$ cat config.mk
export PLATFORM = sky130hd
export DESIGN_NAME = rsc_ctrl
export DESIGN_NICKNAME = d
export VERILOG_FILES = /design/src/rtl/rsc_pkg.sv /design/src/rtl/rsc_ctrl.sv
export SDC_FILE = /design/constraint.sdc
export NUM_CORES = 1
export LEC_CHECK = 0
export BUFFER_PORTS_ARGS = -buffer_cell sky130_fd_sc_hd__buf_4
export CORE_AREA = 8 8 45 47
export CTS_BUF_LIST = sky130_fd_sc_hd__clkbuf_16
export DETAILED_ROUTE_END_ITERATION = 16
export DIE_AREA = 0 0 53 55
export SLEW_MARGIN = 20
export SYNTH_ARGS = -nofsm -noshare
export SYNTH_HDL_FRONTEND = slang
export SYNTH_SLANG_ARGS = --single-unit
$ cat constraint.sdc
create_clock -name clk_i -period 1.37 [get_ports clk_i]
set_input_delay 0.2055 -clock clk_i [delete_from_list [all_inputs] [get_ports clk_i]]
set_output_delay 0.2055 -clock clk_i [all_outputs]
set_load 0.02 [all_outputs]
$ cat src/rtl/rsc_pkg.sv
// Package for the range sort coalescer: shared types and constants.
// Used by the controller, the datapath, the top level and the checker.
package rsc_pkg;

  localparam int unsigned DepthDefault = 64;
  localparam int unsigned StartW = 52;
  localparam int unsigned SizeW  = 52;
  localparam int unsigned MSizeW = 53;
  localparam int unsigned FlagW  = 4;
  localparam int unsigned HostW  = 47;
  localparam int unsigned PaddrW = 1;
  localparam int unsigned PdataW = 32;

  // register address of compare_mapping
  localparam logic [PaddrW-1:0] AddrCompareMapping = 1'b0;

  typedef enum logic [1:0] {
    StFill,
    StLoad,
    StRun
  } state_e;

  // one stored range
  typedef struct packed {
    logic [StartW-1:0] start;
    logic [SizeW-1:0]  size;
    logic [FlagW-1:0]  flags;
    logic [HostW-1:0]  host;
  } entry_t;

  // controller to datapath
  typedef struct packed {
    logic push;
    logic pop_load;
    logic pop_merge;
    logic emit;
    logic last;
  } cmd_t;

  // datapath to controller
  typedef struct packed {
    logic has_entry;
    logic merge_ok;
    logic out_free;
  } status_t;

endpackage

$ cat src/rtl/rsc_ctrl.sv
// Controller state machine: fill the sorted chain, then drain and merge.
// Depends on rsc_pkg.
module rsc_ctrl import rsc_pkg::*; (
  input  logic    clk_i,
  input  logic    rst_ni,
  input  logic    in_valid_i,
  input  logic    last_i,
  input  status_t status_i,
  output logic    in_stall_o,
  output cmd_t    cmd_o
);

  state_e state_q, state_d;

  // state register
  always_ff @(posedge clk_i or negedge rst_ni) begin
    if (!rst_ni) begin
      state_q <= StFill;
    end else begin
      state_q <= state_d;
    end
  end

  // next state and commands
  always_comb begin
    state_d    = state_q;
    cmd_o      = '0;
    in_stall_o = 1'b1;
    unique case (state_q)
      StFill: begin
        in_stall_o = 1'b0;
        cmd_o.push = in_valid_i;
        if (in_valid_i && last_i) begin
          state_d = StLoad;
        end
      end
      StLoad: begin
        // open the first merged range from the chain head
        cmd_o.pop_load = 1'b1;
        state_d        = StRun;
      end
      StRun: begin
        if (status_i.has_entry) begin
          if (status_i.merge_ok) begin
            cmd_o.pop_merge = 1'b1;
          end else if (status_i.out_free) begin
            cmd_o.emit     = 1'b1;
            cmd_o.pop_load = 1'b1;
          end
        end else if (status_i.out_free) begin
          cmd_o.emit = 1'b1;
          cmd_o.last = 1'b1;
          state_d    = StFill;
        end
      end
      default: state_d = StFill;
    endcase
  end

endmodule

# [Word-level counts from Yosys, hierarchy flattened]
# Index checks and enable logic that the tools add are counted.
[op_classes] n_eq_ne=5 n_mux=15 n_reduce_logical=3
[ops] operator="2-bit 2-to-1 mux" count=5
[ops] operator="1-bit 2-to-1 mux" count=7
[ops] operator="2-bit inequality test, second input constant" count=3
[ops] operator="2-bit one-hot mux with 3 select lines" count=1
[ops] operator="3-bit 2-to-1 mux" count=1
[ops] operator="3-bit AND reduction" count=1
[ops] operator="2-bit by 1-bit equality test with 1-bit output, second input constant" count=1
[ops] operator="2-bit equality test, second input constant" count=1
[ops] operator="2-bit zero test" count=1
[ops] operator="1-bit one-hot mux with 2 select lines" count=1
[ops] operator="1-bit logical AND" count=1
[totals] ff_bits=2 input_bits=7 out_inout_bits=6

# [Logic depth before layout (Yosys ltp)]
# Gate-level depths: netlist of the first run.
[depth] word_depth=4 mapped_depth=5

# [Worst setup path before layout of the first run]
# No wires, ideal clock.
[synth_timing] kind="reg-to-output" start="register state_q[0]" end="output cmd_o[3] (netlist bit)" arrival_time_ns=1.148 required_time_ns=1.165 slack_ns=0.017 stages_incl_launch_ff=6 path_cell_list="dfrtp_1 inv_1 ha_1 nand2_1 nor3b_1 o21a_1"
[synth_lines] item="start: declaration" line="rsc_ctrl.sv:13" rtl="state_e state_q, state_d;"
[synth_lines] item="start signal: assignment" line="rsc_ctrl.sv:18" rtl="state_q <= StFill;"
[synth_lines] item="start signal: assignment" line="rsc_ctrl.sv:20" rtl="state_q <= state_d;"
[synth_lines] item="end: declaration" line="rsc_ctrl.sv:10" rtl="output cmd_t cmd_o"

==> impl_results.md, run 1 <==
* Crit. End Element: output port
* Cell Rows at 14
* Peak supply drop at roughly 1.5 mV
* Register share of total power at 0.097
* Initial antenna violation count at 0
* Final min period at 1.49 ns
* Setup slack at placement at -0.0366 ns
* Clk_skew at 0.000677 ns
* Mean Syn Cell Area at 9.41 um^2
* Initial Util at 0.143
* Clock Path Buffers at 2
* Final setup viols at 7
* R2r worst-path depth at 4
* Setup CP Type: reg2out
* Synth Instances at 21
* Post-Synth Adder-Cell Area at 0.253
* Comb pwr share at 0.537
* Vias/cell at around 3.8
* Largest net degree at the start of global routing at 6
* Area of the die at 2920 um^2
* Int Power at between 0.8 and 0.9 mW
* Die width at around 53 um
* Most frequent cell after synthesis: ha_1
* Hold Vio Cnt, Final at 0
* Synth Area in Compound Gates at 0.127
* Clock share of power at 0.366
* Ys flop type: dfrtp_1
* Clock tree sinks at 2
* Ratio of final minimum period to clock period at 1.09
* Library cells used by synthesis at 13
* Synth warn at 0
* Sequential share of the synthesized area at 0.253
* Max FFs per register at 2
* Mux cell area share after synthesis at 0.114
* Switching Share at 0.314
* CTS tree: yes
* Area post-placement at 323 um^2
* Power Density at 2380 nW/um^2
* NetSw at 0.374 mW
* Fin Hold WS at between 0.3 and 0.4 ns
* Syn_nets at 32
* Standby leakage power at between 0.2 and 0.25 nW
* Drt pass-1 iters at 4
* Crit path max fanout at 3
* DR WL/cell at 11.0 um
* Status: finished with violations
* CP startpoint: state_q[1]
* R2R setup slack at -0.06 ns
* Main combinational cell family by area after synthesis: adder cells
* Failing checks: setup timing
* RSZ-0062 raised after global routing: yes
* Synth top cells by count: ha_1 (4), inv_1 (3), dfrtp_1 (2), mux2_2 (2), nand2_1 (2)
* Post-Synth Simple-Gate Area at 0.196
* Ports at 13
* Clk Latency, worst-skew pair at 0.22 ns
* Share of cells above drive strength 1 at 0.762
* Root Driver: clkbuf_16
* Core region area at 1380 um^2
* Total GRT Usage at 0.0410
* Max Slew Vio Count at 0
* Post-detailed-route DRC marker count at 0
* First-pass GRT wire length at 883 um
* Antenna-violating nets left at 0
* Asr flop ratio synth at 1.00
* Slack of the critical path at -0.118 ns
* #FFs+latches synth at 2
* Clock-pin slew on the worst setup and hold paths at 0.03 ns
* Top-area cell type share of the netlist area at 0.253
* Via count at between 200 and 250
* Synth top area cells: dfrtp_1 (25%), ha_1 (25%), mux2_2 (11%)
* Vias in the first global route at 240
* Final GP Congestion at 0.723
* CTS H-tree depth at 1
* CP arrival at ~1.3 ns
* CP endpoint: cmd_o[3]
* Area grow syn2layout at 153%
* Top cell type by total area after synthesis: dfrtp_1
* Slew margin rel. at 0.845
* Die H at 55 um
* Worst R2R Start: state_q[1]
* EDFF count, synth at 0
* Total clock buffers created by CTS at 3
* Post-synthesis xor/xnor area fraction at 0
* Worst setup SP type: flop
* Max Cap Viol at 0
* Required time worst endpoint at around 1.2 ns
* ANT cells at 0
* Gr ovfl total at 0
* Worst-Margin Slew at 0.233 ns
* Top flop regs: state_q: 2 flops
* Reg-to-reg endpoint: state_q[1]
* Nets at 55
* Port bufs at 12
* Mapped Area at 198 um^2
* Hold Crit Class: in2async
* Detailed router's first-iteration violation count at 1
* Achievable Freq at 0.672 GHz
* Top reg by flops: state_q
* Wirelength, routed at ~640 um
* Fin area at 499 um^2
[worst min-delay path by stage]
stage                       to  slack [ns]  startpoint
global route        state_q[0]        0.32      rst_ni
CTS                 state_q[0]        0.31      rst_ni
detailed placement  state_q[0]       -0.01      rst_ni
global placement    state_q[0]       -0.01      rst_ni
finish              state_q[0]        0.31      rst_ni
floorplan           state_q[0]       -0.09      rst_ni
[worst max-delay path, cell delays in order, from the launching register on]
cell and delay [ns]:
dfrtp_1 0.41, inv_1 0.12, ha_1 0.21, o21a_1 0.19, buf_6 0.13
[layout make-up]
type	count	area [um^2]
Tap cell	16	20.0
Inverter	3	11.3
Timing Repair Buffer	18	153
Fill cell	143	885
Sequential cell	2	50.0
Multi-Input combinational cell	16	190
Clock buffer	3	75.1
[cell families (layout without fill, tap and decap cells)]
group	Yosys count	after routing
multiplexers	2	2
adder cells (fa/ha/maj)	4	4
buffers and inverters	3	24
AND/OR/NAND/NOR	7	7
flip-flops	2	2
AO/OA/AOI/OAI	3	3
[stage by stage]
step	total power [mW]	TNS, ns	instances	util
after detailed placement	0.552	-0.0366	51	0.233
after global routing	1.26	-0.746	58	0.361
after floorplan	0.381	0	21	-
final	1.19	-0.421	58	0.361
after global placement	0.548	-0.0271	51	0.233
after CTS	1.06	-0.461	56	0.325
[repair_timing]
item / CTS / global route
setup buffers: 1 / 2
hold buffers: 1 / 0
endpoints found under the hold margin: 2 / 0
pin swaps: 3 / 1
setup endpoints to repair: 5 / 8
resized for setup: 9 / 8
[per-layer routing]
| layer | vias up | global-route usage | share of wire |
|---|---|---|---|
| met5 | - | 0 | 0 |
| met4 | 0 | 0.0388 | 0 |
| met3 | 0 | 0.0241 | 0.11 |
| met2 | 8 | 0.0605 | 0.51 |
| met1 | 98 | 0.0396 | 0.38 |
| li1 | 112 | - | - |
[cell usage in the layout, fill, tap and decap left out]
cell type | synthesis | layout
a21oi_2 | 0 | 1
a22oi_2 | 1 | 1
and2_4 | 0 | 1
and3_4 | 0 | 1
buf_4 | 0 | 13
buf_6 | 0 | 4
clkbuf_16 | 0 | 3
dfrtp_1 | 2 | 2
dlygate4sd3_1 | 0 | 1
ha_1 | 4 | 2
ha_4 | 0 | 2
inv_1 | 3 | 2
inv_2 | 0 | 1
mux2_2 | 2 | 1
mux2_4 | 0 | 1
nand2_1 | 2 | 1
nand2_2 | 0 | 1
nand2b_1 | 1 | 1
nor2_4 | 0 | 1
nor3b_2 | 0 | 1
o21a_1 | 1 | 1
[power by group through the flow]
stage	Clock [mW]	Sequential (mW)	Combinational, mW
global placement	0	0.106	0.442
floorplan	0	0.106	0.275
CTS	0.441	0.115	0.507
detailed placement	0	0.106	0.446
global route	0.447	0.120	0.691
finish	0.435	0.116	0.639
Note: power is estimated with default switching activity, not from simulation.
==> run 2, diff against run 1 <==
==> constraint.sdc (replaced) <==
create_clock -name clk_i -period 1.37 [get_ports clk_i]
set_input_delay 0.274 -clock clk_i [delete_from_list [all_inputs] [get_ports clk_i]]
set_output_delay 0.274 -clock clk_i [all_outputs]
set_load 0.02 [all_outputs]
==> impl_results.md, run 2 (same netlist as run 1, synthesis figures left out) <==
* Final GP Congestion at between 0.7 and 0.8
* Post-detailed-route DRC marker count at 0
* Vias in the first global route at 251
* Clk_skew at 0.0000534 ns
* First-pass GRT wire length at 993 um
* Switching Share at 0.311
* Initial Util at 0.143
* Gr ovfl total at 0
* Final setup viols at 8
* ANT cells at 0
* Clock share of power at 0.365
* Crit. End Element: output port
* Root Driver: clkbuf_16
* Wirelength, routed at 604 um
* Clock tree sinks at 2
* Power Density at 2360 nW/um^2
* Top flop regs: state_q: 2 flops
* Via count at approximately 220
* Antenna-violating nets left at 0
* Ports at 13
* Largest net degree at the start of global routing at 6
* Setup CP Type: reg2out
* Status: finished with violations
* Hold Crit Class: in2async
* Max FFs per register at 2
* DR WL/cell at 10.4 um
* Share of cells above drive strength 1 at 0.857
* Most frequent cells in the layout: buf_4 (13), buf_6 (4), clkbuf_16 (3), inv_2 (2), ha_4 (2)
* Total clock buffers created by CTS at 3
* Fin Hold WS at 0.368 ns
* Peak supply drop at 1.23 mV
* Core region area at roughly 1400 um^2
* Max Slew Vio Count at 0
* Worst-Margin Slew at 0.226 ns
* Crit path max fanout at 2
* Area of the die at 2920 um^2
* Vias/cell at approximately 3.8
* Hold Vio Cnt, Final at 0
* Failing checks: setup timing
* Clock Path Buffers at 2
* Detailed router's first-iteration violation count at 2
* Ratio of final minimum period to clock period at 1.12
* Standby leakage power at 0.231 nW
* Slew margin rel. at 0.849
* Commonest non-fill, non-tap cell in the layout: buf_4
* Clock-pin slew on the worst setup and hold paths at 0.03 ns
* Final min period at roughly 1.5 ns
* Cell Rows at 14
* CTS tree: yes
* DP Wirelength at between 400 and 500 um
* Area grow syn2layout at 155%
* Setup_tns at -0.654 ns
* Total GRT Usage at 0.0475
* CTS H-tree depth at 1
* Achievable Freq at 0.654 GHz
* RSZ-0062 raised after global routing: yes
* Clk Latency, worst-skew pair at 0.22 ns
* Nets at 55
* Initial antenna violation count at 0
* CP arrival at 1.25 ns
* Die H at 55 um
* Worst setup SP type: flop
* Max Cap Viol at 0
* Required time worst endpoint at 1.10 ns
* Port bufs at 12
* Top reg by flops: state_q
* Comb pwr share at 0.534
* NetSw at 0.370 mW
* Slack of the critical path at -0.158 ns
* Drt pass-1 iters at 2
* Die width at 53 um
* Int Power at 0.821 mW
* Register share of total power at 0.100
-- run 2: cell types whose count changed in the layout (fill, tap and decap cells not counted) --
cell / delta
dfrtp_1: -1
dfrtp_2: +1
ha_1: -1
ha_2: +1
inv_1: -1
inv_2: +1
o21a_1: -1
o21a_2: +1
-- run 2: layer usage --
layer	up-vias	wire length, um	track usage
met4	0	0	0.0517
met3	0	87	0.0267
met1	97	227	0.0380
met2	9	289	0.0781
met5	-	0	0
li1	112	-	-
-- run 2: final cells by class --
type	instances	area (um^2)
Timing Repair Buffer	18	153
Tap cell	16	20.0
Clock buffer	3	75.1
Sequential cell	2	51.3
Inverter	3	11.3
Fill cell	142	880
Multi-Input combinational cell	16	194
-- run 2: what timing repair did --
item,4_1_cts,5_1_grt
endpoints found under the setup margin,8,8
setup buffers,1,0
hold endpoints to repair,2,0
pin swaps,4,0
hold buffers,1,0
gates resized for setup,12,4
-- run 2: worst paths after layout --
check,slack (ns),from,endpoint,cells after the start
setup / recovery,-0.16,state_q[0],cmd_o[3],6
hold / removal,0.37,rst_ni,state_q[0],2
setup reg to reg,-0.04,state_q[0],state_q[1],5
hold reg to reg,0.58,state_q[1],state_q[1],1
max in group asynchronous,0.91,rst_ni,state_q[1],2
min in group clk_i,0.56,last_i,state_q[0],4
-- run 2: power groups by stage --
stage          clock network [mW]  logic (mW)  registers [mW]
5_1_grt                     0.452       0.693           0.126
3_5_place_dp                    0       0.493           0.110
6_report                    0.435       0.637           0.120
2_1_floorplan                   0       0.283           0.109
4_1_cts                     0.441       0.631           0.118
3_3_place_gp                    0       0.486           0.109
-- run 2: worst max-delay path: stages (launching register included) --
cell and delay [ns]:
dfrtp_1 0.37, inv_2 0.08, ha_4 0.13, nand2_2 0.05, nor3b_2 0.15, o21a_2 0.14
buf_6 0.11
-- run 2: through the flow --
step / setup slack [ns] / utilization / instance area, um^2 / power, mW / std cells
after global placement: -0.0280 / 0.250 / 347 / 0.595 / 53
after CTS: -0.164 / 0.355 / 492 / 1.19 / 58
after global routing: -0.243 / 0.364 / 504 / 1.27 / 58
final: -0.158 / 0.364 / 504 / 1.19 / 58
after floorplan: 0.0168 / - / 206 / 0.392 / 21
after detailed placement: -0.0480 / 0.250 / 347 / 0.602 / 53
==> run 3, diff against run 2 <==
--- a/config.mk
+++ b/config.mk
@@ -10,6 +10,7 @@
 export CTS_BUF_LIST = sky130_fd_sc_hd__clkbuf_16
 export DETAILED_ROUTE_END_ITERATION = 16
 export DIE_AREA = 0 0 53 55
+export PLACE_DENSITY = 0.37
 export SLEW_MARGIN = 20
 export SYNTH_ARGS = -nofsm -noshare
 export SYNTH_HDL_FRONTEND = slang
==> impl_results.md, run 3 (same netlist as run 1, synthesis figures left out) <==
* R2r worst-path depth at 5
* Nets at 55
* Via count at 215
* Crit path max fanout at 2
* Core region area at ~1400 um^2
* Critical-path cell list: buf_4 -> ha_1 -> o21a_2 -> buf_6
* DP Wirelength at 496 um
* Max FFs per register at 2
* CP endpoint: cmd_o[3]
* Port bufs at 12
* Crit. End Element: output port
* Clock Path Buffers at 2
* RSZ-0062 raised after global routing: yes
* Worst-Margin Slew at approximately 0.20 ns
* Critical path's top delay family: flip-flops
* Top reg by flops: state_q
* Required time worst endpoint at 1.10 ns
* Standby leakage power at ~0.23 nW
* Area of the die at approximately 2900 um^2
* ANT cells at 0
* Slack of the critical path at -0.197 ns
* Clk Latency, worst-skew pair at 0.22 ns
* Max Cap Viol at 0
* Top flop regs: state_q: 2 flops
* Peak supply drop at about 1.3 mV
* Final GP Congestion at between 0.6 and 0.7
* Antenna-violating nets left at 0
* Area grow syn2layout at 154%
* Die width at 53 um
* Gr ovfl total at 0
* Critical path depth at 4
* Reg-to-reg endpoint: state_q[1]
* Area post-placement at 347 um^2
* Final min period at 1.57 ns
* CP bufs+invs at 2
* CP arrival at 1.29 ns
* Vias/cell at 3.71
* CTS H-tree depth at 1
* Share of cells above drive strength 1 at 0.810
* Initial Util at 0.143
* Clock tree sinks at 2
* Failing checks: setup timing
* Hold Vio Cnt, Final at 0
* Die H at 55 um
* Achievable Freq at 0.638 GHz
* Crit-path slowest cell: dfrtp_1
* Cell Rows at 14
* Final setup viols at 7
* Slew margin rel. at 0.864
* Power Density at 2380 nW/um^2
* Total clock buffers created by CTS at 3
* Initial antenna violation count at 0
* CTS tree: yes
* Clk_skew at 0.00119 ns
* Fin area at roughly 500 um^2
* Status: finished with violations
* CP startpoint: state_q[0]
* Worst setup SP type: flop
* Ports at 13
* Drt pass-1 iters at 1
* Commonest non-fill, non-tap cell in the layout: buf_4
* Ratio of final minimum period to clock period at 1.14
* Slowest Stage Delay on Critical Path at roughly 0.38 ns
* Clock-pin slew on the worst setup and hold paths at ~0.03 ns
* Total GRT Usage at 0.0535
* Setup CP Type: reg2out
* Root Driver: clkbuf_16
* Vias in the first global route at about 250
* R2R setup slack at -0.03 ns
* DR WL/cell at ~12 um
* Detailed router's first-iteration violation count at 0
* Largest net degree at the start of global routing at 6
* Total Power at 1.20 mW
* Worst R2R Start: state_q[0]
* Wirelength, routed at 672 um
* Max Slew Vio Count at 0
* Post-detailed-route DRC marker count at 0
* Hold Crit Class: in2async
* Most frequent cells in the layout: buf_4 (12), buf_6 (5), clkbuf_16 (3)
* First-pass GRT wire length at roughly 1100 um
-- run 3: cell counts in the layout (fill, tap and decap cells not counted) --
Identical to the previous run, type by type.
-- run 3: how the worst min path moves through the flow --
stage | endpoint | depth (start not counted) | startpoint
2_1_floorplan | state_q[0] | 0 | rst_ni
3_3_place_gp | state_q[1] | 1 | rst_ni
3_5_place_dp | state_q[0] | 1 | rst_ni
4_1_cts | state_q[0] | 2 | rst_ni
5_1_grt | state_q[0] | 2 | rst_ni
6_report | state_q[0] | 2 | rst_ni
-- run 3: layer usage --
layer	track usage	vias up	share of wire
met5	0	-	0
met4	0.0517	0	0
met3	0.0294	0	0.18
met2	0.0840	13	0.42
met1	0.0486	90	0.39
li1	-	112	-
-- run 3: power breakdown --
group	internal, mW	switching, mW	total [mW]
sequential	0.0919	0.0328	0.125
combinational	0.354	0.278	0.632
clock	0.372	0.0688	0.440
-- run 3: cell type report --
class | count | area, um^2
clock buffer | 3 | 75.1
tap | 16 | 20.0
sequential | 2 | 51.3
fill | 143 | 881
timing repair buffer | 18 | 156
inverter | 3 | 11.3
multi-input combinational | 16 | 189
-- run 3: stage by stage --
step | instances | worst slack [ns] | util | hold slack (ns) | TNS (ns)
2_1_floorplan | 21 | 0.0168 | - | -0.0216 | 0
3_3_place_gp | 53 | -0.0695 | 0.250 | 0.0560 | -0.0695
3_5_place_dp | 53 | -0.0718 | 0.250 | 0.0571 | -0.104
4_1_cts | 58 | -0.204 | 0.360 | 0.367 | -0.835
5_1_grt | 58 | -0.266 | 0.363 | 0.383 | -1.15
6_report | 58 | -0.197 | 0.363 | 0.373 | -0.739
-- run 3: timing repair --
item	CTS	global route
hold buffers	1	0
setup buffers	1	0
cloned	0	0
setup endpoints to repair	8	8
endpoints found under the hold margin	2	0
gates resized for setup	13	2
pin swaps	4	0
